## src/rtl/core/ccar_pkg.sv

```systemverilog
// Shared types, widths and coordinate helpers for the closed-contour resampler.
// No dependencies; imported by ccar_sqrt, ccar_div and the top level (not by ccar_ram).
`default_nettype none

package ccar_pkg;

    localparam int COORD_W    = 24;
    localparam int LEN_W      = 32;
    localparam int MAG_W      = 24;
    localparam int SQ_W       = 48;
    localparam int RAD_W      = 50;
    localparam int ROOT_W     = 25;
    // Wide enough for i*L (at most 32 + 11 bits) and |d|*num (24 + 32 bits)
    localparam int DIV_W      = 56;
    localparam int DIV_CNT_W  = $clog2(DIV_W + 1);
    localparam int ROOT_CNT_W = $clog2(ROOT_W + 1);

    typedef logic signed [COORD_W-1:0] coord_t;
    typedef logic [LEN_W-1:0]          len_t;
    typedef logic [MAG_W-1:0]          mag_t;

    // |b - a| for two Q15.8 coordinates
    function automatic mag_t diff_mag(coord_t a, coord_t b);
        logic [COORD_W:0] d;
        logic [COORD_W:0] nd;
        begin
            d  = {b[COORD_W-1], b} - {a[COORD_W-1], a};
            nd = -d;
            diff_mag = d[COORD_W] ? nd[MAG_W-1:0] : d[MAG_W-1:0];
        end
    endfunction

    function automatic logic diff_neg(coord_t a, coord_t b);
        begin
            diff_neg = (b < a);
        end
    endfunction

    // Move from a by off toward the far point; stays between the two points
    function automatic coord_t step_toward(coord_t a, logic neg, mag_t off);
        logic [COORD_W:0] s;
        begin
            if (neg)
            begin
                s = {a[COORD_W-1], a} - {1'b0, off};
            end
            else
            begin
                s = {a[COORD_W-1], a} + {1'b0, off};
            end
            step_toward = s[COORD_W-1:0];
        end
    endfunction

endpackage

`default_nettype wire

```

## src/rtl/core/ccar_div.sv

```systemverilog
// Restoring divider, one quotient bit per cycle.
// Depends on ccar_pkg.
`default_nettype none

module ccar_div
    import ccar_pkg::*;
(
    input  wire logic             clk,
    input  wire logic             rst_n,
    input  wire logic             start,
    input  wire logic [DIV_W-1:0] dividend,
    input  wire logic [LEN_W-1:0] divisor,
    output logic                  done,
    output logic      [DIV_W-1:0] quotient
);

    logic [LEN_W:0]       rem_reg, rem_next;
    logic [DIV_W-1:0]     quo_reg, quo_next;
    logic [LEN_W-1:0]     dsr_reg, dsr_next;
    logic [DIV_CNT_W-1:0] cnt_reg, cnt_next;
    logic                 done_reg, done_next;
    logic [LEN_W:0]       shifted;

    always_comb
    begin
        rem_next  = rem_reg;
        quo_next  = quo_reg;
        dsr_next  = dsr_reg;
        cnt_next  = cnt_reg;
        done_next = 1'b0;
        shifted   = {rem_reg[LEN_W-1:0], quo_reg[DIV_W-1]};
        if (start)
        begin
            rem_next = '0;
            quo_next = dividend;
            dsr_next = divisor;
            cnt_next = DIV_CNT_W'(DIV_W);
        end
        else if (cnt_reg != '0)
        begin
            if (shifted >= {1'b0, dsr_reg})
            begin
                rem_next = shifted - {1'b0, dsr_reg};
                quo_next = {quo_reg[DIV_W-2:0], 1'b1};
            end
            else
            begin
                rem_next = shifted;
                quo_next = {quo_reg[DIV_W-2:0], 1'b0};
            end
            cnt_next  = cnt_reg - 1'b1;
            done_next = (cnt_reg == DIV_CNT_W'(1));
        end
    end

    always_ff @(posedge clk or negedge rst_n)
    begin
        if (!rst_n)
        begin
            cnt_reg  <= '0;
            done_reg <= 1'b0;
        end
        else
        begin
            cnt_reg  <= cnt_next;
            done_reg <= done_next;
        end
    end

    always_ff @(posedge clk)
    begin
        rem_reg <= rem_next;
        quo_reg <= quo_next;
        dsr_reg <= dsr_next;
    end

    assign done     = done_reg;
    assign quotient = quo_reg;

endmodule

`default_nettype wire

```

## config.mk

```make
export PLATFORM = sky130hd
export DESIGN_NAME = ccar_div
export DESIGN_NICKNAME = d
export VERILOG_FILES = /design/src/rtl/core/ccar_pkg.sv /design/src/rtl/core/ccar_div.sv
export SDC_FILE = /design/constraint.sdc
export NUM_CORES = 1
export LEC_CHECK = 0
export BUFFER_PORTS_ARGS = -buffer_cell sky130_fd_sc_hd__buf_4
export CAP_MARGIN = 15
export CORE_AREA = 3 3 125 127
export DETAILED_ROUTE_END_ITERATION = 16
export DIE_AREA = 0 0 128 130
export PLACE_DENSITY = 0.75
export REMOVE_ABC_BUFFERS = 1
export SYNTH_ARGS = -nofsm -noshare
export SYNTH_HDL_FRONTEND = slang
export SYNTH_SLANG_ARGS = --single-unit
```

## constraint.sdc

```tcl
create_clock -name clk -period 2.5 [get_ports clk]
set_input_delay 0.25 -clock clk [delete_from_list [all_inputs] [get_ports clk]]
set_output_delay 0.25 -clock clk [all_outputs]
set_load 0.03 [all_outputs]
```

==> summary.txt <==
Total GRT Usage - 26.9%
Worst Path Required - 2.83 ns
Residual DRC - 0
Number of global-route vias before repair - 7,025
Synth Area in Simple Gates - 12.9%
Final cell count without fillers - 1,192
Site Rows - 44
Num CTS Buffers - 17
Pwr dens - 1150 mW/mm²
Max_slew headroom - 52.8%
Synth Area in Adders - 6.17%
Switching Share - 38.3%
Asr flop ratio synth - 5.51%
R2R cell count - 13
Die X - 128 µm
Placed Instances - 1,104
Area growth syn-to-layout - 56.9%
Psw - 4.98 mW
Worst slew pin tran - 0.708 ns
Fillers - 868
Setup ws final - -0.350 ns
Hold path start - dividend[38]
Startpoint Class - flop
Inserted Diodes - 0
Leak - 5.02 nW
H-tree levels - 4
Area leader, netlist - edfxtp_1
Worst hold margin - 0.118 ns
Die ar. - 0.0166 mm²
R2R Path End - rem_reg[27]
CP peak stage delay - 0.57 ns
Combinational cell fraction of total power - 56.3%
Critical path type - flop to flop
DR pass1 iterations - 5
Post-Synth XOR/XNOR Area - 3.15%
Sequential share of the synthesized area - 47.9%
Final core utilization - 78.0%
Clock share of power - 20.5%
Grt ovf - 0
Clock latency on the worst-skew pair - 0.43 ns
Min Tclk post-route - 2.85 ns
Post-synthesis compound-gate area fraction - 16.3%
Synth Flop Type - edfxtp_1
Post-layout net count - 1,121
R2R Path Start - dsr_reg[7]
Final max-slew violation count - 0
Routed wire per std cell - 19.8 µm
Status - finished, violations left
Setup violations, final - 33
Critical Path End Type - flop
Clock tree buffer depth - 2
CP max-delay cell - or4_4
Max FFs per register - 56
I/O pins - 148
Starting Density - 49.7%
Most frequent cells in the layout - buf_4 (286), edfxtp_1 (88), mux2_2 (56), nor2_1 (51), nand2_1 (41)
CORE AREA - 0.0145 mm²
DRT Wirelength - 23.7 mm
Crit path launch - dsr_reg[7]
Final hold vios - 0
Top post-synthesis cells by area - edfxtp_1 (37%), dfxtp_1 (8.9%), mux2_2 (8.7%), ha_1 (5.9%), a21oi_1 (2.9%)
Most common cell after layout, fill and taps aside - buf_4
Failing checks - negative setup slack
Hold Crit Class - primary input to flop
Max-cap viol count - 0
Antenna violations before repair - 0
Proportion of layout cells with a drive suffix above 1 - 52.3%
Critical Path AT - 3.18 ns
Vias after detailed routing - 6,810
FMAX - 0.351 GHz
R2r setup slk - -0.35 ns
CTS tree - built
Mux contribution to synthesized area - 8.87%
CP Capture Point - rem_reg[27]
Final worst-path cycle share - 114%
Main combinational cell family by area after synthesis - compound AO/OA/AOI/OAI gates
Critical Path Fanout Max - 3
Share of power burned in registers - 23.2%
Gate Count Post-Synth - 673
Synth warnings - 0
IO Port Bufs - 147
TritonCTS sink count - 127
RSZ-0062 raised after global routing - yes
Post-DP HPWL - 14.5 mm
Drt first-iter violations - 559
Via density - 5.71
Global-route wire length before repair - 35.1 mm
Worst-path cell chain - inv_2 > ha_4 > buf_6 > buf_6 > nand4_1 > or4_4 > a211oi_4 > nor3_2 > a21oi_2 > o22ai_1 > xnor2_1 > nand2_4 > a311oi_2
Clock transition at the registers of the reported paths - 0.06 ns
Root Driver - clkbuf_16
DRT antenna net count - 0
Design area - 0.0113 mm²
Yosys reg bits - 127
Clk_skew - 0.0128 ns
Largest net degree at the start of global routing - 78
Post-synth EDFFs - 88
Most Frequent Cell on Critical Path - buf_6
Avg Cell Area, Syn - 10.7 µm²
Share of the synthesized area in the top cell type - 36.6%
Setup total negative slack - -8.60 ns
Die Y - 130 µm
Placer Congestion - 0.920
Post-Syn Area - 0.00722 mm²
VDD IR max - 0.733 mV
Synth unique cells - 68
Int Pwr - 8.02 mW
Area of placed instances - 0.00945 mm²
[power groups by stage]
stage          sequential (mW)  combinational (mW)  clock, mW
5_1_grt                   3.06                7.74       2.77
3_3_place_gp              2.94                5.29          0
2_1_floorplan             3.14                2.67          0
6_report                  3.02                7.32       2.66
4_1_cts                   2.99                6.71       2.67
3_5_place_dp              2.96                5.43          0
[worst min path at each step]
stage / end / cells past startpoint
after floorplan: cnt_reg[0] / 0
after global placement: done / 1
after detailed placement: done / 1
after CTS: quotient[9] / 2
after global routing: quotient[38] / 2
final: quotient[38] / 2
[layout make-up]
cell class              count  area, µm²  area share, %
multi-input cells         468       4090           36.1
flip-flops and latches    127       3460           30.5
repair buffers            342       2790           24.6
clock buffers              19        433           3.82
well taps                 184        230           2.03
clock inverters            13        184           1.62
inverters                  39        146           1.29
[cells in the mapped netlist, types with 9 or more instances]
master and n:
xnor2_1 11, a311oi_2 12, o21a_1 9, a31oi_1 9, a211oi_1 12, dfxtp_1 32
edfxtp_1 88, nand2_2 12, o21ai_0 26, a21o_1 9, inv_1 39, a21oi_1 42
nand2_1 56, clkbuf_1 24, ha_1 34, buf_2 11, nor2_1 51, nand4_1 10
mux2_2 56, xor2_1 15
[kinds of logic after synthesis]
family                   count (synthesis)
multiplexers                            57
buffers and inverters                   79
AO/OA/AOI/OAI                          162
flip-flops                             127
AND/OR/NAND/NOR                        187
XOR/XNOR                                26
adder cells (fa/ha/maj)                 35
[critical path: cells and delay by family, from the launching register on]
| kind | cells | cell delay, ns |
|---|---|---|
| buf+inv | 3 | 0.24 |
| fa+ha+maj | 1 | 0.27 |
| simple gates | 4 | 0.84 |
| compound gates | 4 | 0.82 |
| flops | 1 | 0.34 |
| xor+xnor | 1 | 0.25 |
[routing by layer]
layer  GRT usage [%]  vias to the layer above  share of wire [%]
met2            48.1                      331                 52
met1            31.2                     3283                 38
met5               0                        -                  0
met4            8.36                        0                3.1
li1                -                     3118                  -
met3            7.90                       78                7.7
[metrics by stage]
stage / setup slack (ns) / power (mW)
finish: -0.350 / 13.0
global route: -0.449 / 13.6
CTS: -0.323 / 12.4
detailed placement: -0.388 / 8.39
global placement: -0.334 / 8.24
floorplan: -0.943 / 5.81
[timing repair]
| action | CTS | global route |
|---|---|---|
| resized for setup | 94 | 62 |
| setup endpoints to repair | 33 | 33 |
| cloned | 3 | 0 |
| hold buffers | 33 | 0 |
| buffers inserted | 15 | 9 |
| pin swaps | 58 | 34 |
| endpoints found under the hold margin | 39 | 0 |
(Power assumes the default switching activity.)
