## src/rtl/core/ccar_ram.sv

```systemverilog
// Generic single-write, single-read synchronous RAM with registered read data.
// No dependencies.
`default_nettype none

module ccar_ram #(
    parameter int WIDTH = 24,
    parameter int DEPTH = 64
) (
    input  wire logic                     clk,
    input  wire logic                     we,
    input  wire logic [$clog2(DEPTH)-1:0] waddr,
    input  wire logic [WIDTH-1:0]         wdata,
    input  wire logic [$clog2(DEPTH)-1:0] raddr,
    output logic      [WIDTH-1:0]         rdata
);

    logic [WIDTH-1:0] mem [DEPTH];

    always_ff @(posedge clk)
    begin
        if (we)
        begin
            mem[waddr] <= wdata;
        end
        rdata <= mem[raddr];
    end

endmodule

`default_nettype wire

```

## config.mk

```make
export PLATFORM = sky130hd
export DESIGN_NAME = ccar_ram
export DESIGN_NICKNAME = d
export VERILOG_FILES = /design/src/rtl/core/ccar_ram.sv
export SDC_FILE = /design/constraint.sdc
export NUM_CORES = 1
export LEC_CHECK = 0
export CAP_MARGIN = 20
export CORE_AREA = 4 4 319 352
export DETAILED_ROUTE_END_ITERATION = 10
export DIE_AREA = 0 0 323 356
export DONT_BUFFER_PORTS = 1
export GPL_TIMING_DRIVEN = 1
export PLACE_DENSITY = 0.7
export SLEW_MARGIN = 20
export SYNTH_ARGS = -nofsm -noshare
export SYNTH_HDL_FRONTEND = slang
export SYNTH_SLANG_ARGS = --single-unit
```

## constraint.sdc

```tcl
create_clock -name clk -period 7 [get_ports clk]
set_clock_uncertainty 0.2 [all_clocks]
set_input_delay 1.4 -clock clk [delete_from_list [all_inputs] [get_ports clk]]
set_output_delay 1.4 -clock clk [all_outputs]
set_load 0.01 [all_outputs]
```

==> results of run 1 <==
==> cells by family after synthesis <==
kind of cell / count (synthesis) / share of synthesized area [%]
buffers and inverters: 144 / 1.31
AOI/OAI and AO/OA: 207 / 2.44
DFF: 1560 / 78.6
muxes: 503 / 16.1
and+or+nand+nor: 196 / 1.56
==> final cells by class <==
class,instances,area share [%]
flip-flops and latches,1560,70.9
multi-input cells,906,18.4
clock buffers,206,6.29
well taps,1419,2.70
clock inverters,64,0.982
repair buffers,65,0.753
inverters,2,0.0114
==> power by group <==
| group | internal, mW | switching, mW | total, mW |
|---|---|---|---|
| clock | 4.55 | 3.32 | 7.87 |
| sequential | 10.3 | 0.0641 | 10.4 |
| combinational | 0.298 | 0.253 | 0.551 |
==> flip-flops by register name (all words and copies together), names as in the netlist <==
name	flops
rdata	24
mem	1536
==> routing by layer <==
layer  wire length (um)  vias up
li1                   -    11300
met1              53200    14900
met2              69400     1518
met3              13900      202
met4               3530        0
met5                  0        -
==> cell usage after synthesis, types with 3 or more instances <==
master / number
and2_1: 3
clkbuf_1: 44
o21a_1: 13
buf_1: 13
nand2_1: 36
buf_6: 8
nor2_1: 80
nor2b_1: 9
mux2_2: 53
a21oi_1: 22
or2_2: 3
or3_1: 10
mux2i_1: 95
mux4_2: 355
and3_1: 16
o21ai_0: 12
nand3_1: 20
buf_4: 31
a22oi_1: 29
dfxtp_1: 24
edfxtp_1: 1536
nand3b_1: 3
a221oi_1: 52
a31oi_1: 13
a221o_1: 4
or3b_2: 3
o21ai_1: 6
o22ai_1: 53
buf_2: 45
nand2b_1: 6
==> per-stage QoR <==
stage               area (um^2)  std cells  setup WS (ns)  util [%]  hold slack (ns)
global placement          61000       3951           2.76      56.1            0.666
floorplan                 59300       2610           2.80         -            0.572
detailed placement        61000       3952           3.09      56.1            0.672
global route              65800       4222           3.60      60.5            0.513
finish                    65800       4222           3.64      60.5            0.549
CTS                       65800       4222           3.88      60.5            0.506
==> worst reg2reg max path, cell delays in order, from the launching register on <==
cell and delay (ns):
edfxtp_1 0.37, mux4_2 0.48, mux2_2 0.31, a221oi_1 0.41
a31oi_1 0.23, o21a_1 0.24
==> cells in the final DEF (no fill, tap or decap), drive strengths merged, types with 3 or more instances in the layout <==
cell | netlist | layout
bufinv | 0 | 11
or2 | 3 | 3
mux2i | 95 | 95
a21oi | 22 | 22
nand2b | 6 | 6
o21ai | 18 | 18
nand3b | 3 | 3
buf | 97 | 65
a22oi | 29 | 29
and2 | 4 | 4
a31oi | 13 | 13
nor2 | 80 | 80
and3 | 16 | 16
nand2 | 36 | 36
edfxtp | 1536 | 1536
o21a | 13 | 13
mux2 | 53 | 53
a221oi | 52 | 52
nand3 | 20 | 20
inv | 1 | 9
a221o | 4 | 4
or3b | 3 | 3
nor2b | 9 | 9
o22ai | 53 | 53
clkbuf | 45 | 206
dfxtp | 24 | 24
mux4 | 355 | 355
or3 | 10 | 10
clkinv | 1 | 44
==> path summary, 6_finish.rpt <==
| check | slack [ns] | to | startpoint |
|---|---|---|---|
| worst min-delay path | 0.55 | mem[49][14] | wdata[14] |
| worst max register to register | 4.63 | rdata[4] | mem[39][4] |
| worst max-delay path | 3.64 | rdata[5] | raddr[0] |
| worst min register to register | 0.70 | rdata[18] | mem[0][18] |
==> impl_metrics.py, run 1 <==
metrics = {
    "run_status": {
        "status": "finished, final reports clean",
    },
    "detailed_routing": {
        "via_per_inst": 6.62,
        "dr_total_vias": 27900,
        "wire_per_inst_um": 33.2,
        "ant_nets": 0,
        "routed_wl_um": 140000,
        "drt_pass1_iterations": 5,
        "drc": 0,
        "drt_iter0_drc": 4218,
    },
    "clock_network": {
        "cts_buffers": 149,
        "htree_levels": 4,
        "clock-sinks": 1560,
        "ctsHoldBuffers": 0,
        "post_cts_buffers": 0,
        "postCtsResizedCells": 0,
        "cts_tree": "yes",
        "clk_latency_ns": 0.75,
        "clockBufferDepth": 3,
        "path_clk_slew_ns": 0.06,
        "clockRootBuffer": "clkbuf_16",
    },
    "synthesis": {
        "syn_nets": 2648,
        "synth_warnings": 0,
        "synth_area_leaders": "edfxtp_1, mux4_2, mux2i_1, mux2_2, dfxtp_1",
        "netlist_area_um2": 59300,
        "synth-seq-cells": 1560,
        "synth_cells": 2610,
        "netlist.area_leader.share_pct": 77.8,
        "synth_edf_count": 1536,
        "yosys_most_used_dff": "edfxtp_1",
        "synth.avg_cell_area_um2": 22.7,
        "synth_top_cell_by_area": "edfxtp_1",
        "ys_seq_area_share_pct": 78.6,
        "async_flop_share_pct": 0,
        "synthDistinctLibCells": 40,
    },
    "setup_path": {
        "worstRegToRegCells": 5,
        "critPathMaxFanout": 362,
        "required_ns": 7.44,
        "crit_path_start_kind": "primary input",
        "slowest_delay_ns": 1.01,
        "worst-path-stages": 5,
        "crit_chain": "nor2_1, a221oi_1, a221oi_1, a31oi_1, o21a_1",
        "worst_ep_arrival_time_ns": 3.80,
        "cp_common_cell": "a221oi_1",
        "cpLargestDelayFamily": "compound AO/OA/AOI/OAI gates",
        "crit_type": "primary input to flip-flop",
        "worst_path_max_delay_cell": "nor2_1",
        "path_buf_inv": 0,
        "cp-end-kind": "flip-flop",
    },
    "grt": {
        "use_met1_pct": 35.0,
        "grt_pass1_wl_um": 203000,
        "met3_usage_pct": 5.55,
        "overflow": 0,
        "grt_pass1_vias": 28400,
        "grt_max_degree": 363,
        "grtUsageTotal_pct": 24.8,
        "grt.busiest_layer": "met2",
        "antenna_found_initial": 3,
        "gr-usage-met2_pct": 39.9,
    },
    "hold_path": {
        "whs_path_depth": 0,
        "hold_path.class": "primary input to flip-flop",
    },
    "place": {
        "hpwl_um": 77300,
        "gp_congestion": 0.829,
        "io_buffers": 0,
    },
    "floorplan": {
        "die_area_um2": 115000,
        "die_h_um": 356,
        "die_w_um": 323,
        "io_pins": 62,
        "core_um2": 109000,
        "core.rowCount": 127,
        "initial_core_util_pct": 54.6,
    },
    "timing": {
        "slew_headroom_pct": 19.0,
        "hold_violations": 0,
        "fin_crit_ns": 3.36,
        "period_share_pct": 48.1,
        "setup_tns_ns": 0,
        "tightest_slew_ns": 1.22,
        "fmax_mhz": 297,
        "drv_slew": 0,
        "setup_viol": 0,
        "rsz0062_at_grt": "false",
    },
    "final_layout": {
        "seqCellArea_um2": 46600,
        "nets": 2722,
        "multi_input_area_um2": 12100,
        "fillers": 7323,
        "n_antenna_cell": 0,
        "drive_gt1_share_pct": 26.9,
        "area_delta_synth_final_pct": 10.9,
    },
    "run": {
        "cap_violations": 0,
    },
    "power": {
        "p_leak_nw": 20.4,
        "powerDensity_nw_per_um2": 286,
        "peakVddDrop_mv": 0.212,
        "power_mw": 18.8,
    },
}
(Power assumes the default switching activity.)
==> inputs of run 2 (changes only) <==
Settings changed: PLACE_DENSITY 0.7 to 0.73.
Clock period 7 ns to 3 ns, I/O delays scaled along.
==> impl_metrics.py, run 2 (synthesized netlist as in run 1, its figures left out) <==
metrics = {
    "power": {
        "powerDensity_nw_per_um2": 663,
        "peakVddDrop_mv": 0.601,
        "p_leak_nw": 21.1,
    },
    "run_status": {
        "status": "finished with violations",
        "violations": "slew limit, setup timing",
    },
    "setup_path": {
        "path_buf_inv": 0,
        "cpLargestDelayFamily": "multiplexers",
        "crit_chain": "mux4_2, mux2_2, a221oi_1, a31oi_1, o21a_1",
        "crit_path_start_kind": "primary input",
        "crit_type": "primary input to flip-flop",
        "critPathMaxFanout": 362,
        "cp-end-kind": "flip-flop",
        "worst_path_max_delay_cell": "mux4_2",
        "slowest_delay_ns": 0.97,
        "required_ns": 3.43,
        "worst_ep_arrival_time_ns": 3.44,
    },
    "floorplan": {
        "die_w_um": 323,
        "die_area_um2": 115000,
        "core_um2": 109000,
        "initial_core_util_pct": 54.6,
        "core.rowCount": 127,
        "io_pins": 62,
        "die_h_um": 356,
    },
    "timing": {
        "fin_hold_ws_ns": 0.0368,
        "fmax_mhz": 333,
        "period_share_pct": 100,
        "rsz0062_at_grt": "false",
        "setup_ws_ns": -0.00647,
        "slew_headroom_pct": -2.57,
        "tightest_slew_ns": 1.54,
        "fin_crit_ns": 3.01,
        "drv_slew": 59,
        "hold_violations": 0,
        "setup_viol": 1,
    },
    "final_layout": {
        "layout_commonest_cell": "edfxtp_1",
        "nets": 2791,
        "top_regs": "mem (1536), rdata (24)",
        "mostFrequentLayoutCells": "edfxtp_1, mux4_2, clkbuf_16",
        "area_delta_synth_final_pct": 13.4,
        "largest_reg_flops": 1536,
        "n_antenna_cell": 0,
        "largest_register": "mem",
        "layout.cells.non_filler": 4292,
        "fillers": 7033,
        "drive_gt1_share_pct": 28.6,
    },
    "place": {
        "gp_congestion": 0.814,
        "io_buffers": 0,
        "dp_cells": 3996,
        "dpl_worst_slack_ns": -0.0229,
        "hpwl_um": 76300,
    },
    "hold_path": {
        "hold_path.class": "primary input to flip-flop",
    },
    "run": {
        "cap_violations": 0,
    },
    "clock_network": {
        "clockBufferDepth": 3,
        "cts_buffers": 144,
        "clockRootBuffer": "clkbuf_16",
        "path_clk_slew_ns": 0.07,
        "clock-sinks": 1560,
        "clk_latency_ns": 0.75,
        "cts_tree": "yes",
        "post_cts_buffers": 0,
        "htree_levels": 4,
    },
    "grt": {
        "overflow": 0,
        "grt_max_degree": 363,
        "grt_pass1_vias": 28900,
        "grt_pass1_wl_um": 206000,
        "grtUsageTotal_pct": 25.1,
        "antenna_found_initial": 0,
    },
    "detailed_routing": {
        "via_per_inst": 6.63,
        "ant_nets": 0,
        "dr_total_vias": 28500,
        "wire_per_inst_um": 33.2,
        "drt_pass1_iterations": 6,
        "drt_iter0_drc": 3863,
        "routed_wl_um": 143000,
        "drc": 0,
    },
}
run 2: changes by cell type in the layout (fill, tap and decap cells not counted), moves of 4 or more:
cell           previous run  this run
clkinvlp_4                2         7
clkbuf_8                 11         2
dlygate4sd3_1             0         5
clkbuf_1                 42        32
buf_12                    0        34
nor2_4                    4         0
bufinv_16                11        19
buf_16                    0        24
buf_4                    64        75
clkbuf_16               153       147
clkinv_1                 21        28
run 2: worst register-to-register path: stages (launching register included):
cell      delay, ns
edfxtp_1       0.37
mux4_2         0.47
mux2_2         0.29
a221oi_1       0.82
a31oi_1        0.17
o21a_1         0.16
run 2: metal layers:
layer  track usage (%)  share of wire, %  vias to the layer above
met5                 0                 0                        -
met4              9.30               3.5                        0
met3              5.05               9.8                      255
met2              41.5                51                     1694
met1              33.7                36                    15100
li1                  -                 -                    11400
run 2: final timing paths:
check,startpoint,end,slack (ns),cells past startpoint
max,raddr[0],rdata[11],-0.006,5
min reg2reg,mem[60][22],rdata[22],0.69,4
min,wdata[15],mem[55][15],0.04,1
max reg2reg,mem[38][2],rdata[2],0.44,5
run 2: cell type report:
class	count	area (um^2)	area share, %
clock buffers	181	3830	5.69
clock inverters	85	973	1.45
inverters	2	7.51	0.0112
multi-input cells	906	12100	18.0
flip-flops and latches	1560	46600	69.3
well taps	1419	1780	2.64
repair buffers	139	1970	2.92
run 2: stage by stage:
| stage | util, % | area [um^2] | TNS, ns | power (mW) |
|---|---|---|---|---|
| after floorplan | - | 59300 | -19.44 | 25.8 |
| after global placement | 56.8 | 61700 | -0.0210 | 26.0 |
| after detailed placement | 56.8 | 61700 | -0.0229 | 26.0 |
| after CTS | 61.9 | 67200 | 0 | 44.8 |
| after global routing | 61.9 | 67200 | 0 | 45.8 |
| final | 61.9 | 67200 | -0.00647 | 44.6 |
run 2: timing repair:
item | 4_1_cts | 5_1_grt
resized for setup | 0 | 0
hold buffers | 29 | 1
hold endpoints to repair | 1562 | 1
run 2: where the power goes:
| part | switching (mW) | internal, mW | total, mW |
|---|---|---|---|
| Clock | 7.82 | 10.7 | 18.6 |
| Sequential | 0.146 | 24.1 | 24.3 |
| Combinational | 0.933 | 0.839 | 1.77 |
