<file path="config.mk">
export PLATFORM = sky130hd
export DESIGN_NAME = ccar_sqrt
export DESIGN_NICKNAME = d
export VERILOG_FILES = /design/src/rtl/core/ccar_pkg.sv /design/src/rtl/core/ccar_sqrt.sv
export SDC_FILE = /design/constraint.sdc
export NUM_CORES = 1
export LEC_CHECK = 0
export BUFFER_PORTS_ARGS = -buffer_cell sky130_fd_sc_hd__buf_4
export CORE_MARGIN = 3
export CORE_UTILIZATION = 63
export CTS_CLUSTER_DIAMETER = 30
export DETAILED_ROUTE_END_ITERATION = 6
export GPL_TIMING_DRIVEN = 0
export HOLD_SLACK_MARGIN = 0.03
export PLACE_DENSITY = 0.89
export SETUP_SLACK_MARGIN = 0.4
export SYNTH_ARGS = -nofsm -noshare
export SYNTH_HDL_FRONTEND = slang
export SYNTH_SLANG_ARGS = --single-unit
</file>
<file path="constraint.sdc">
create_clock -name clk -period 9.7 [get_ports clk]
set_input_delay 2.425 -clock clk [delete_from_list [all_inputs] [get_ports clk]]
set_output_delay 2.425 -clock clk [all_outputs]
set_load 0.01 [all_outputs]
</file>
<file path="src/rtl/core/ccar_pkg.sv">
// Shared types, widths and coordinate helpers for the closed-contour resampler.
// No dependencies; imported by ccar_sqrt, ccar_div and the top level (not by ccar_ram).
`default_nettype none

package ccar_pkg;

    localparam int COORD_W    = 24;
    localparam int LEN_W      = 32;
    localparam int MAG_W      = 24;
    localparam int SQ_W       = 48;
    localparam int RAD_W      = 50;
    localparam int ROOT_W     = 25;
    // Wide enough for i*L (at most 32 + 11 bits) and |d|*num (24 + 32 bits)
    localparam int DIV_W      = 56;
    localparam int DIV_CNT_W  = $clog2(DIV_W + 1);
    localparam int ROOT_CNT_W = $clog2(ROOT_W + 1);

    typedef logic signed [COORD_W-1:0] coord_t;
    typedef logic [LEN_W-1:0]          len_t;
    typedef logic [MAG_W-1:0]          mag_t;

    // |b - a| for two Q15.8 coordinates
    function automatic mag_t diff_mag(coord_t a, coord_t b);
        logic [COORD_W:0] d;
        logic [COORD_W:0] nd;
        begin
            d  = {b[COORD_W-1], b} - {a[COORD_W-1], a};
            nd = -d;
            diff_mag = d[COORD_W] ? nd[MAG_W-1:0] : d[MAG_W-1:0];
        end
    endfunction

    function automatic logic diff_neg(coord_t a, coord_t b);
        begin
            diff_neg = (b < a);
        end
    endfunction

    // Move from a by off toward the far point; stays between the two points
    function automatic coord_t step_toward(coord_t a, logic neg, mag_t off);
        logic [COORD_W:0] s;
        begin
            if (neg)
            begin
                s = {a[COORD_W-1], a} - {1'b0, off};
            end
            else
            begin
                s = {a[COORD_W-1], a} + {1'b0, off};
            end
            step_toward = s[COORD_W-1:0];
        end
    endfunction

endpackage

`default_nettype wire

</file>
<file path="src/rtl/core/ccar_sqrt.sv">
// Iterative integer square root, two radicand bits per cycle.
// Depends on ccar_pkg.
`default_nettype none

module ccar_sqrt
    import ccar_pkg::*;
(
    input  wire logic              clk,
    input  wire logic              rst_n,
    input  wire logic              start,
    input  wire logic [RAD_W-1:0]  radicand,
    output logic                   done,
    output logic      [ROOT_W-1:0] root
);

    logic [RAD_W-1:0]      rem_reg, rem_next;
    logic [RAD_W-1:0]      res_reg, res_next;
    logic [RAD_W-1:0]      bit_reg, bit_next;
    logic [ROOT_CNT_W-1:0] cnt_reg, cnt_next;
    logic                  done_reg, done_next;
    logic [RAD_W-1:0]      trial;

    always_comb
    begin
        rem_next  = rem_reg;
        res_next  = res_reg;
        bit_next  = bit_reg;
        cnt_next  = cnt_reg;
        done_next = 1'b0;
        trial     = res_reg + bit_reg;
        if (start)
        begin
            rem_next = radicand;
            res_next = '0;
            bit_next = RAD_W'(1) << (RAD_W - 2);
            cnt_next = ROOT_CNT_W'(ROOT_W);
        end
        else if (cnt_reg != '0)
        begin
            if (rem_reg >= trial)
            begin
                rem_next = rem_reg - trial;
                res_next = (res_reg >> 1) + bit_reg;
            end
            else
            begin
                res_next = res_reg >> 1;
            end
            bit_next  = bit_reg >> 2;
            cnt_next  = cnt_reg - 1'b1;
            done_next = (cnt_reg == ROOT_CNT_W'(1));
        end
    end

    always_ff @(posedge clk or negedge rst_n)
    begin
        if (!rst_n)
        begin
            cnt_reg  <= '0;
            done_reg <= 1'b0;
        end
        else
        begin
            cnt_reg  <= cnt_next;
            done_reg <= done_next;
        end
    end

    always_ff @(posedge clk)
    begin
        rem_reg <= rem_next;
        res_reg <= res_next;
        bit_reg <= bit_next;
    end

    assign done = done_reg;
    assign root = res_reg[ROOT_W-1:0];

endmodule

`default_nettype wire

</file>
==> results of run 1 <==
## per-layer routing
metal  up-vias  global-route usage [%]  wire length [um]
met5         -                       0                 0
met4         0                    18.9              2300
met3       188                    7.86              4880
met2       944                    61.7             19300
met1      6368                    50.1             17400
li1       6363                       -                 -
## power groups by stage
| stage | Clock, mW | Sequential [mW] | Combinational, mW |
|---|---|---|---|
| floorplan | 0 | 0.866 | 1.82 |
| global route | 0.698 | 0.903 | 2.78 |
| finish | 0.683 | 0.893 | 2.55 |
| global placement | 0 | 0.907 | 2.36 |
| CTS | 0.676 | 0.888 | 2.47 |
| detailed placement | 0 | 0.898 | 2.44 |
## synthesized netlist by cell type, drive strengths merged (9+ instances only)
cell,n
ha,105
mux2i,14
and2,16
nor2,108
a221oi,13
a31oi,49
a31o,15
dfxtp,75
and3,23
a21o,34
o21bai,25
a21oi,129
buf,45
nor4,10
nand2,225
xor2,52
nor3,40
o21ai,138
clkbuf,70
inv,48
a311oi,15
o31ai,9
a211oi,38
edfxtp,50
o21a,10
nand3,45
or3,22
xnor2,48
nor2b,12
nand4,29
o211ai,25
## layout make-up
class	count	area share, %
buffer	115	3.87
clock buffer	22	3.40
clock inverter	10	0.823
inverter	48	1.26
multi-input combinational	1362	62.1
sequential	131	22.1
tap	265	2.32
timing repair buffer	78	4.19
## cells in the final DEF, fill, tap and decap left out, types with 28 or more instances in the layout
cell | netlist | final
edfxtp_1 | 50 | 50
nand2_1 | 225 | 225
inv_1 | 48 | 48
xnor2_1 | 48 | 48
a211oi_1 | 38 | 38
nor3_1 | 39 | 39
nor2_1 | 107 | 107
a21oi_1 | 129 | 129
buf_4 | 26 | 103
a31oi_1 | 47 | 47
ha_1 | 105 | 105
xor2_1 | 52 | 52
o21ai_0 | 122 | 122
a21o_1 | 34 | 34
nand4_1 | 28 | 28
dfxtp_1 | 75 | 75
clkbuf_1 | 70 | 72
nand3_1 | 45 | 45
## logic make-up (layout without fill, tap and decap cells)
group	after synthesis	in the layout	synth area share, %
AO/OA/AOI/OAI	566	566	29.1
multiplexers	22	22	1.81
adder cells (fa/ha/maj)	106	106	10.5
flip-flops	131	131	24.7
XOR/XNOR	100	100	6.87
buffers and inverters	163	273	5.75
AND/OR/NAND/NOR	568	568	21.2
## critical path: cells and delay by family, from the launching register on
kind,cells,cell delay (ns)
flops,1,0.42
buf+inv,4,0.89
compound gates,8,2.48
fa+ha+maj,3,0.71
simple gates,6,2.37
## final timing paths
kind / start / end / slack [ns]
max in group asynchronous: rst_n / cnt_reg[4] / 7.82
min reg2reg: bit_reg[48] / bit_reg[48] / 0.50
max reg2reg: res_reg[0] / rem_reg[48] / 2.50
min in group asynchronous: rst_n / cnt_reg[1] / 1.77
min: bit_reg[48] / bit_reg[48] / 0.50
max: res_reg[0] / rem_reg[48] / 2.50
## stage by stage
step / hold WS [ns] / power, mW / area (um^2) / util, %
after floorplan: 0.452 / 2.69 / 12700 / -
after global placement: 0.475 / 3.27 / 13700 / 69.5
after detailed placement: 0.483 / 3.34 / 13700 / 69.6
after CTS: 0.491 / 4.03 / 14300 / 72.7
after global routing: 0.514 / 4.38 / 14300 / 72.7
final: 0.501 / 4.13 / 14300 / 72.7
==> results.py, run 1 <==
metrics = {
    "clock_tree": {
        "clock_latency_ns": 0.44,
        "cts_buffer_depth": 2,
        "cts_resized": 0,
        "cts_sinks": 131,
        "ctsHtreeMaxLevel": 4,
        "cts_buffers": 17,
        "postCtsSetupBuffers": 0,
        "cts-root-buf": "clkbuf_16",
        "cts_tree": "done",
        "clkTransAtPathRegs_ns": 0.07,
        "cts_hold_buf": 0,
    },
    "global_routing": {
        "grt_pass1_wl_mm": 67.7,
        "antenna_found_initial": 0,
        "grt_max_degree": 27,
        "grt_usage_pct": 38.6,
        "grt.overflow.total": 0,
        "grt_pass1_vias": 12900,
    },
    "logic_synthesis": {
        "synth_cell_types": 85,
        "synth_seq_area_share_pct": 24.7,
        "synth-edff-count": 50,
        "synth_area_leader_cell": "dfxtp_1",
        "synth_warnings": 0,
        "synth_fp_nets": 1815,
        "synth-seq-cells": 131,
        "synth_area_per_cell_um2": 7.69,
        "syn_inst": 1656,
        "synth_ff_type": "dfxtp_1",
        "yosys.area.top_type_share_pct": 11.8,
        "syn_area_um2": 12700,
        "synth_area_leaders": "dfxtp_1 12%, edfxtp_1 12%, ha_1 10%",
        "synthArstFlopShare_pct": 4.58,
    },
    "place": {
        "place_inst": 1999,
        "hpwl_mm": 33.4,
        "place.gp.congestion": 0.970,
        "io_buffer_count": 77,
        "post-place-ws_ns": 2.76,
    },
    "sta": {
        "setup_ws_ns": 2.50,
        "finalSetupTns_ns": 0,
        "post-route-period-util_pct": 74.3,
        "rsz0062_at_grt": "false",
        "skew_ns": 0.0146,
        "maxSlewViolCount": 0,
        "finalHoldViolCount": 0,
        "max_freq_mhz": 139,
        "setup_viol": 0,
        "relSlewSlack_pct": 31.5,
        "fin_crit_ns": 7.20,
        "tightest_slew_ns": 1.03,
    },
    "floorplan": {
        "design.core.area_um2": 19700,
        "die_y_um": 148,
        "num_rows": 51,
        "start_util_pct": 64.8,
        "die_x_um": 148,
        "ios": 79,
        "dieArea_um2": 22000,
    },
    "setup_path": {
        "worst-endpoint-arrival_ns": 7.32,
        "slowest_delay_ns": 0.74,
        "setup.worst_path.end_class": "flip-flop",
        "critPathLaunchType": "flip-flop",
        "critPathMostFrequentCell": "ha_1",
        "path_class": "reg2reg",
        "slowest_stage": "o21ai_4",
        "crit_chain": "ha_1 -> ha_1 -> a211oi_1 -> or4b_1 -> a21oi_1 -> nor2_1 -> o221ai_1 -> a21oi_1 -> or4b_1 -> o2111a_1 -> ha_1 -> buf_2 -> nand3_1 -> nor3_1 -> a41oi_1 -> nand2_1 -> o21ai_2 -> buf_6 -> buf_2 -> o21ai_4 -> buf_12",
        "required_ns": 9.82,
        "path_max_fanout": 26,
        "ff2ff_path_depth": 21,
    },
    "cells_and_area": {
        "drive_above_1_share_pct": 10.8,
        "nets": 1912,
        "seq_area_um2": 3150,
        "antenna_cells": 0,
        "multi_input_area_um2": 8870,
        "areaGrowthSynthToFinish_pct": 12.1,
        "n_fill_cell": 1683,
        "stdcell_count": 2031,
    },
    "pwr": {
        "clock_power_share_pct": 16.6,
        "sequentialPowerShare_pct": 21.6,
        "p_sw_share_pct": 48.5,
        "p_leak_nw": 5.57,
        "combPwrFrac_pct": 61.8,
        "power_density_nw_per_um2": 289,
        "power_switching_mw": 2.00,
        "irDropWorstVdd_mv": 0.190,
        "p_int_mw": 2.13,
    },
    "job": {
        "drv_cap": 0,
    },
    "detailed_routing": {
        "dr.pass1.iters": 6,
        "via_per_inst": 6.83,
        "drt_iter0_drc": 1629,
        "wl_per_cell_um": 21.6,
        "drc": 0,
        "finalWirelength_mm": 43.8,
        "vias": 13900,
        "drtAntennaViolNets": 0,
    },
    "worst_hold_path": {
        "min_path_type": "reg2reg",
        "whs_path_depth": 2,
    },
    "run_status": {
        "outcome": "finished clean",
    },
}
Note: power is estimated with default switching activity, not from simulation.
==> run 2: changes to the inputs <==
- ABC_AREA: not set -> 1
- CORE_UTILIZATION: 63 -> 58
- PLACE_DENSITY: 0.89 -> 0.86
- clock period: 9.7 -> 6.2 ns (I/O delays scaled with it)
==> results.py, run 2 <==
metrics = {
    "global_routing": {
        "grt.overflow.total": 0,
        "grt_max_degree": 27,
        "grtUsageMet3_pct": 6.13,
        "grt_usage_pct": 41.1,
        "grt_pass1_wl_mm": 92.7,
        "grt_pass1_vias": 17500,
        "use_met2_pct": 68.4,
        "antenna_found_initial": 0,
        "busiest_layer": "met2",
        "grtUsageMet1_pct": 47.6,
    },
    "sta": {
        "rsz0062_at_grt": "false",
        "maxSlewViolCount": 0,
        "tightest_slew_ns": 0.982,
        "relSlewSlack_pct": 34.5,
        "fin_hold_ws_ns": 0.503,
        "max_freq_mhz": 181,
        "fin_crit_ns": 5.51,
        "skew_ns": 0.0180,
        "post-route-period-util_pct": 88.9,
        "finalHoldViolCount": 0,
        "setup_viol": 0,
    },
    "pwr": {
        "power_density_nw_per_um2": 466,
        "power_switching_mw": 4.44,
        "combPwrFrac_pct": 68.4,
        "p_sw_share_pct": 54.1,
        "clock_power_share_pct": 12.8,
        "p_int_mw": 3.78,
        "p_leak_nw": 8.97,
        "sequentialPowerShare_pct": 18.8,
        "irDropWorstVdd_mv": 0.328,
    },
    "clock_tree": {
        "postCtsSetupBuffers": 0,
        "cts_sinks": 131,
        "clkTransAtPathRegs_ns": 0.08,
        "ctsHtreeMaxLevel": 4,
        "cts_tree": "done",
        "cts_resized": 0,
        "cts-root-buf": "clkbuf_16",
        "cts_hold_buf": 0,
        "cts_buffers": 17,
        "cts_buffer_depth": 2,
        "clock_latency_ns": 0.45,
    },
    "floorplan": {
        "dieArea_um2": 29600,
        "die_y_um": 172,
        "ios": 79,
        "design.core.area_um2": 27000,
        "start_util_pct": 59.1,
        "num_rows": 60,
        "die_x_um": 172,
    },
    "logic_synthesis": {
        "synth_area_leaders": "nand2_1 22%, inv_1 10%, dfxtp_1 9.4%",
        "syn_area_um2": 16000,
        "synthTopCellsByCount": "942 x nand2_1, 433 x inv_1, 243 x nor2_1",
        "synthArstFlopShare_pct": 4.58,
        "yosys.area.top_type_share_pct": 22.1,
        "synth_fp_nets": 2905,
        "synth_most_common_cell": "nand2_1",
        "synth_area_per_cell_um2": 5.81,
        "synth-edff-count": 50,
        "synth-seq-cells": 131,
        "synth_warnings": 0,
        "synth_cell_types": 58,
        "synth_area_leader_cell": "nand2_1",
        "synth_seq_area_share_pct": 19.7,
        "synth_ff_type": "dfxtp_1",
        "syn_inst": 2746,
    },
    "setup_path": {
        "path_max_fanout": 26,
        "crit_start": "res_reg[0]",
        "worst-endpoint-arrival_ns": 5.65,
        "regToRegSetupSlack_ns": 0.69,
        "required_ns": 6.34,
        "path_class": "reg2reg",
        "critPathMostFrequentCell": "nand2_1",
        "rr_endpoint": "rem_reg[35]",
        "setup.worst_path.end_class": "flip-flop",
        "slowest_stage": "a31oi_4",
        "worstReg2RegStart": "res_reg[0]",
        "critPathLaunchType": "flip-flop",
        "slowest_delay_ns": 0.48,
        "ff2ff_path_depth": 28,
    },
    "job": {
        "drv_cap": 0,
    },
    "detailed_routing": {
        "drt_iter0_drc": 1966,
        "dr.pass1.iters": 7,
        "vias": 18600,
        "drc": 0,
        "via_per_inst": 5.81,
        "wl_per_cell_um": 19.2,
        "drtAntennaViolNets": 0,
        "finalWirelength_mm": 61.5,
    },
    "cells_and_area": {
        "antenna_cells": 0,
        "nets": 3003,
        "stdcell_count": 3198,
        "drive_above_1_share_pct": 9.80,
        "fin_area_um2": 17600,
        "mostFrequentLayoutCells": "942 x nand2_1, 433 x inv_1, 243 x nor2_1",
        "layout_commonest_cell": "nand2_1",
        "n_fill_cell": 2599,
        "areaGrowthSynthToFinish_pct": 10.4,
    },
    "worst_hold_path": {
        "min_path_type": "reg2reg",
        "min_to": "cnt_reg[3]",
        "whs_path_depth": 1,
        "worstHoldStart": "cnt_reg[3]",
    },
    "place": {
        "hpwl_mm": 50.0,
        "dpl_cell_area_um2": 17000,
        "place.gp.congestion": 1.15,
        "io_buffer_count": 77,
        "place_inst": 3166,
    },
    "run_status": {
        "outcome": "finished clean",
    },
}
run 2: area by class of cell:
| cell class | count | area (um^2) | area share (%) |
|---|---|---|---|
| Timing Repair Buffer | 79 | 626 | 3.55 |
| Inverter | 446 | 1680 | 9.51 |
| Sequential cell | 131 | 3150 | 17.9 |
| Buffer | 87 | 609 | 3.46 |
| Tap cell | 341 | 427 | 2.42 |
| Clock buffer | 18 | 450 | 2.56 |
| Multi-Input combinational cell | 2082 | 10500 | 59.8 |
| Clock inverter | 14 | 138 | 0.781 |
run 2: logic make-up (layout without fill, tap and decap cells):
logic type      count (synthesis)  in the layout  synth area share (%)
simple gates                 1597           1597                  43.0
buf+inv                       533            644                  14.3
compound gates                304            304                  10.5
flops                         131            131                  19.7
fa+ha+maj                     106            106                  8.35
xor+xnor                       75             75                  4.11
run 2: worst max path at each step:
| stage | end | cells past startpoint |
|---|---|---|
| after floorplan | rem_reg[0] | 21 |
| after global placement | rem_reg[33] | 23 |
| after detailed placement | rem_reg[33] | 25 |
| after CTS | rem_reg[32] | 25 |
| after global routing | rem_reg[32] | 28 |
| final | rem_reg[35] | 28 |
run 2: critical path, delay by kind of cell, from the launching register on:
kind,cells,cell delay (ns)
fa+ha+maj,3,1.01
buf+inv,5,0.81
simple gates,17,2.15
compound gates,3,0.81
flops,1,0.39
run 2: metrics by stage:
| step | setup TNS, ns | setup WS [ns] | power, mW | util [%] |
|---|---|---|---|---|
| after floorplan | 0 | 1.19 | 5.43 | - |
| after global placement | -29.34 | -0.592 | 6.82 | 62.8 |
| after detailed placement | 0 | 1.05 | 6.97 | 63.0 |
| after CTS | 0 | 1.00 | 8.05 | 65.2 |
| after global routing | 0 | 0.453 | 8.82 | 65.2 |
| final | 0 | 0.688 | 8.22 | 65.2 |
run 2: layer usage:
layer / part of all wire [%] / vias up
met5: 0 / -
met4: 9.1 / 0
met3: 8.0 / 282
met2: 45 / 1004
met1: 38 / 8416
li1: - / 8873
run 2: power by group through the flow:
| stage | registers (mW) | clock network, mW | logic, mW |
|---|---|---|---|
| floorplan | 1.44 | 0 | 3.98 |
| global placement | 1.55 | 0 | 5.27 |
| detailed placement | 1.54 | 0 | 5.42 |
| CTS | 1.53 | 1.04 | 5.48 |
| global route | 1.56 | 1.08 | 6.18 |
| finish | 1.54 | 1.05 | 5.62 |
==> run 3: changes to the inputs <==
- BUFFER_PORTS_ARGS: -buffer_cell sky130_fd_sc_hd__buf_4 -> -buffer_cell sky130_fd_sc_hd__buf_2
- CORE_UTILIZATION: 58 -> 65
- PLACE_DENSITY: 0.86 -> 0.91
- clock period: 6.2 -> 6.7 ns (I/O delays scaled with it)
==> results.py, run 3 (synthesis gave the netlist of run 2 again) <==
metrics = {
    "clock_tree": {
        "cts_buffer_depth": 2,
        "ctsHtreeMaxLevel": 4,
        "cts_tree": "done",
        "cts_buffers": 17,
        "clkTransAtPathRegs_ns": 0.07,
        "cts-root-buf": "clkbuf_16",
        "clock_latency_ns": 0.44,
        "postCtsSetupBuffers": 0,
        "cts_sinks": 131,
        "cts_hold_buf": 0,
        "cts_resized": 0,
    },
    "pwr": {
        "power_mw": 7.65,
        "p_leak_nw": 8.94,
        "power_density_nw_per_um2": 439,
        "irDropWorstVdd_mv": 0.362,
    },
    "place": {
        "hpwl_mm": 47.6,
        "io_buffer_count": 77,
        "place.gp.congestion": 1.06,
        "place_inst": 3144,
        "post-place-ws_ns": 1.50,
    },
    "floorplan": {
        "die_y_um": 163,
        "die_x_um": 163,
        "num_rows": 56,
        "ios": 79,
        "dieArea_um2": 26500,
        "start_util_pct": 67.0,
        "design.core.area_um2": 23800,
    },
    "setup_path": {
        "path_class": "reg2reg",
        "crit_start": "res_reg[6]",
        "critPathLaunchType": "flip-flop",
        "required_ns": 6.84,
        "path_max_fanout": 20,
        "setup.worst_path.end_class": "flip-flop",
        "worstReg2RegStart": "res_reg[6]",
        "worst-endpoint-arrival_ns": 5.55,
    },
    "detailed_routing": {
        "drt_iter0_drc": 2497,
        "drc": 14,
        "dr.pass1.iters": 7,
        "finalWirelength_mm": 59.5,
        "vias": 18800,
        "via_per_inst": 5.93,
        "wl_per_cell_um": 18.7,
        "drtAntennaViolNets": 0,
    },
    "global_routing": {
        "grt.overflow.total": 0,
        "grt_pass1_wl_mm": 91.9,
        "grt_usage_pct": 44.2,
        "antenna_found_initial": 0,
        "grt_pass1_vias": 18300,
        "grt_max_degree": 21,
    },
    "run_status": {
        "violations": "DRC",
        "outcome": "complete, but fails checks",
    },
    "sta": {
        "fin_crit_ns": 5.41,
        "skew_ns": 0.0177,
        "post-route-period-util_pct": 80.8,
        "tightest_slew_ns": 0.831,
        "max_freq_mhz": 185,
        "setup_viol": 0,
        "relSlewSlack_pct": 44.6,
        "setup_ws_ns": 1.29,
        "finalHoldViolCount": 0,
        "maxSlewViolCount": 0,
        "rsz0062_at_grt": "false",
    },
    "job": {
        "drv_cap": 0,
    },
    "cells_and_area": {
        "antenna_cells": 0,
        "areaGrowthSynthToFinish_pct": 9.25,
        "stdcell_count": 3176,
        "drive_above_1_share_pct": 9.80,
        "n_fill_cell": 2079,
        "final_util_pct": 73.2,
        "layout_commonest_cell": "nand2_1",
        "mostFrequentLayoutCells": "942 x nand2_1, 433 x inv_1, 243 x nor2_1",
        "nets": 3003,
    },
    "worst_hold_path": {
        "min_path_type": "reg2reg",
        "worstHoldStart": "cnt_reg[3]",
    },
}
==> run 3: critical path: stages (launching register included) <==
cell and delay [ns]:
dfxtp_1 0.41, ha_1 0.39, nand2_1 0.11, o21ai_1 0.19
inv_1 0.06, nand2_1 0.17, a21oi_1 0.19, o21ai_1 0.45
nand2_1 0.11, nand2_1 0.09, xor2_1 0.33, ha_1 0.29
nand2_1 0.14, inv_1 0.09, nand2_1 0.08, nor2_2 0.21
nand2_2 0.14, nor2_2 0.09, nand2_1 0.09, nand3_2 0.09
nor2_2 0.07, buf_6 0.16, buf_6 0.15, a31oi_4 0.55
buf_16 0.25, buf_16 0.19
==> run 3: final timing paths <==
| path | end | slack, ns | depth (start not counted) |
|---|---|---|---|
| worst max-delay path | rem_reg[27] | 1.29 | 25 |
| worst min-delay path | cnt_reg[3] | 0.51 | 1 |
| worst max register to register | rem_reg[27] | 1.29 | 25 |
| worst min register to register | cnt_reg[3] | 0.51 | 1 |
| max in group asynchronous | cnt_reg[4] | 5.50 | 1 |
| min in group asynchronous | cnt_reg[1] | 1.05 | 1 |
==> run 3: area by class of cell <==
type / instances / area (um^2) / share of cell area [%]
inverters: 446 / 1680 / 9.60
well taps: 319 / 399 / 2.29
clock inverters: 13 / 159 / 0.911
repair buffers: 79 / 440 / 2.52
plain buffers: 87 / 609 / 3.49
multi-input cells: 2082 / 10500 / 60.4
flip-flops and latches: 131 / 3150 / 18.1
clock buffers: 19 / 464 / 2.66
==> run 3: layer usage <==
layer	global-route usage, %	up-vias	routed length [um]
met5	0	-	0
met4	36.0	0	5940
met3	6.94	353	5940
met2	72.8	1268	26500
met1	50.6	8321	21200
li1	-	8886	-
==> run 3: per-stage QoR <==
stage               cell area [um^2]  hold slack, ns  setup TNS (ns)
floorplan                      16000           0.451               0
finish                         17400           0.509               0
detailed placement             16800           0.492               0
global route                   17400           0.526               0
global placement               16800           0.475          -80.72
CTS                            17400           0.504               0
==> run 3: report_power, final <==
| group | switching (mW) | internal, mW |
|---|---|---|
| combinational | 3.42 | 1.77 |
| clock | 0.430 | 0.594 |
| sequential | 0.250 | 1.18 |
| total | 4.10 | 3.55 |
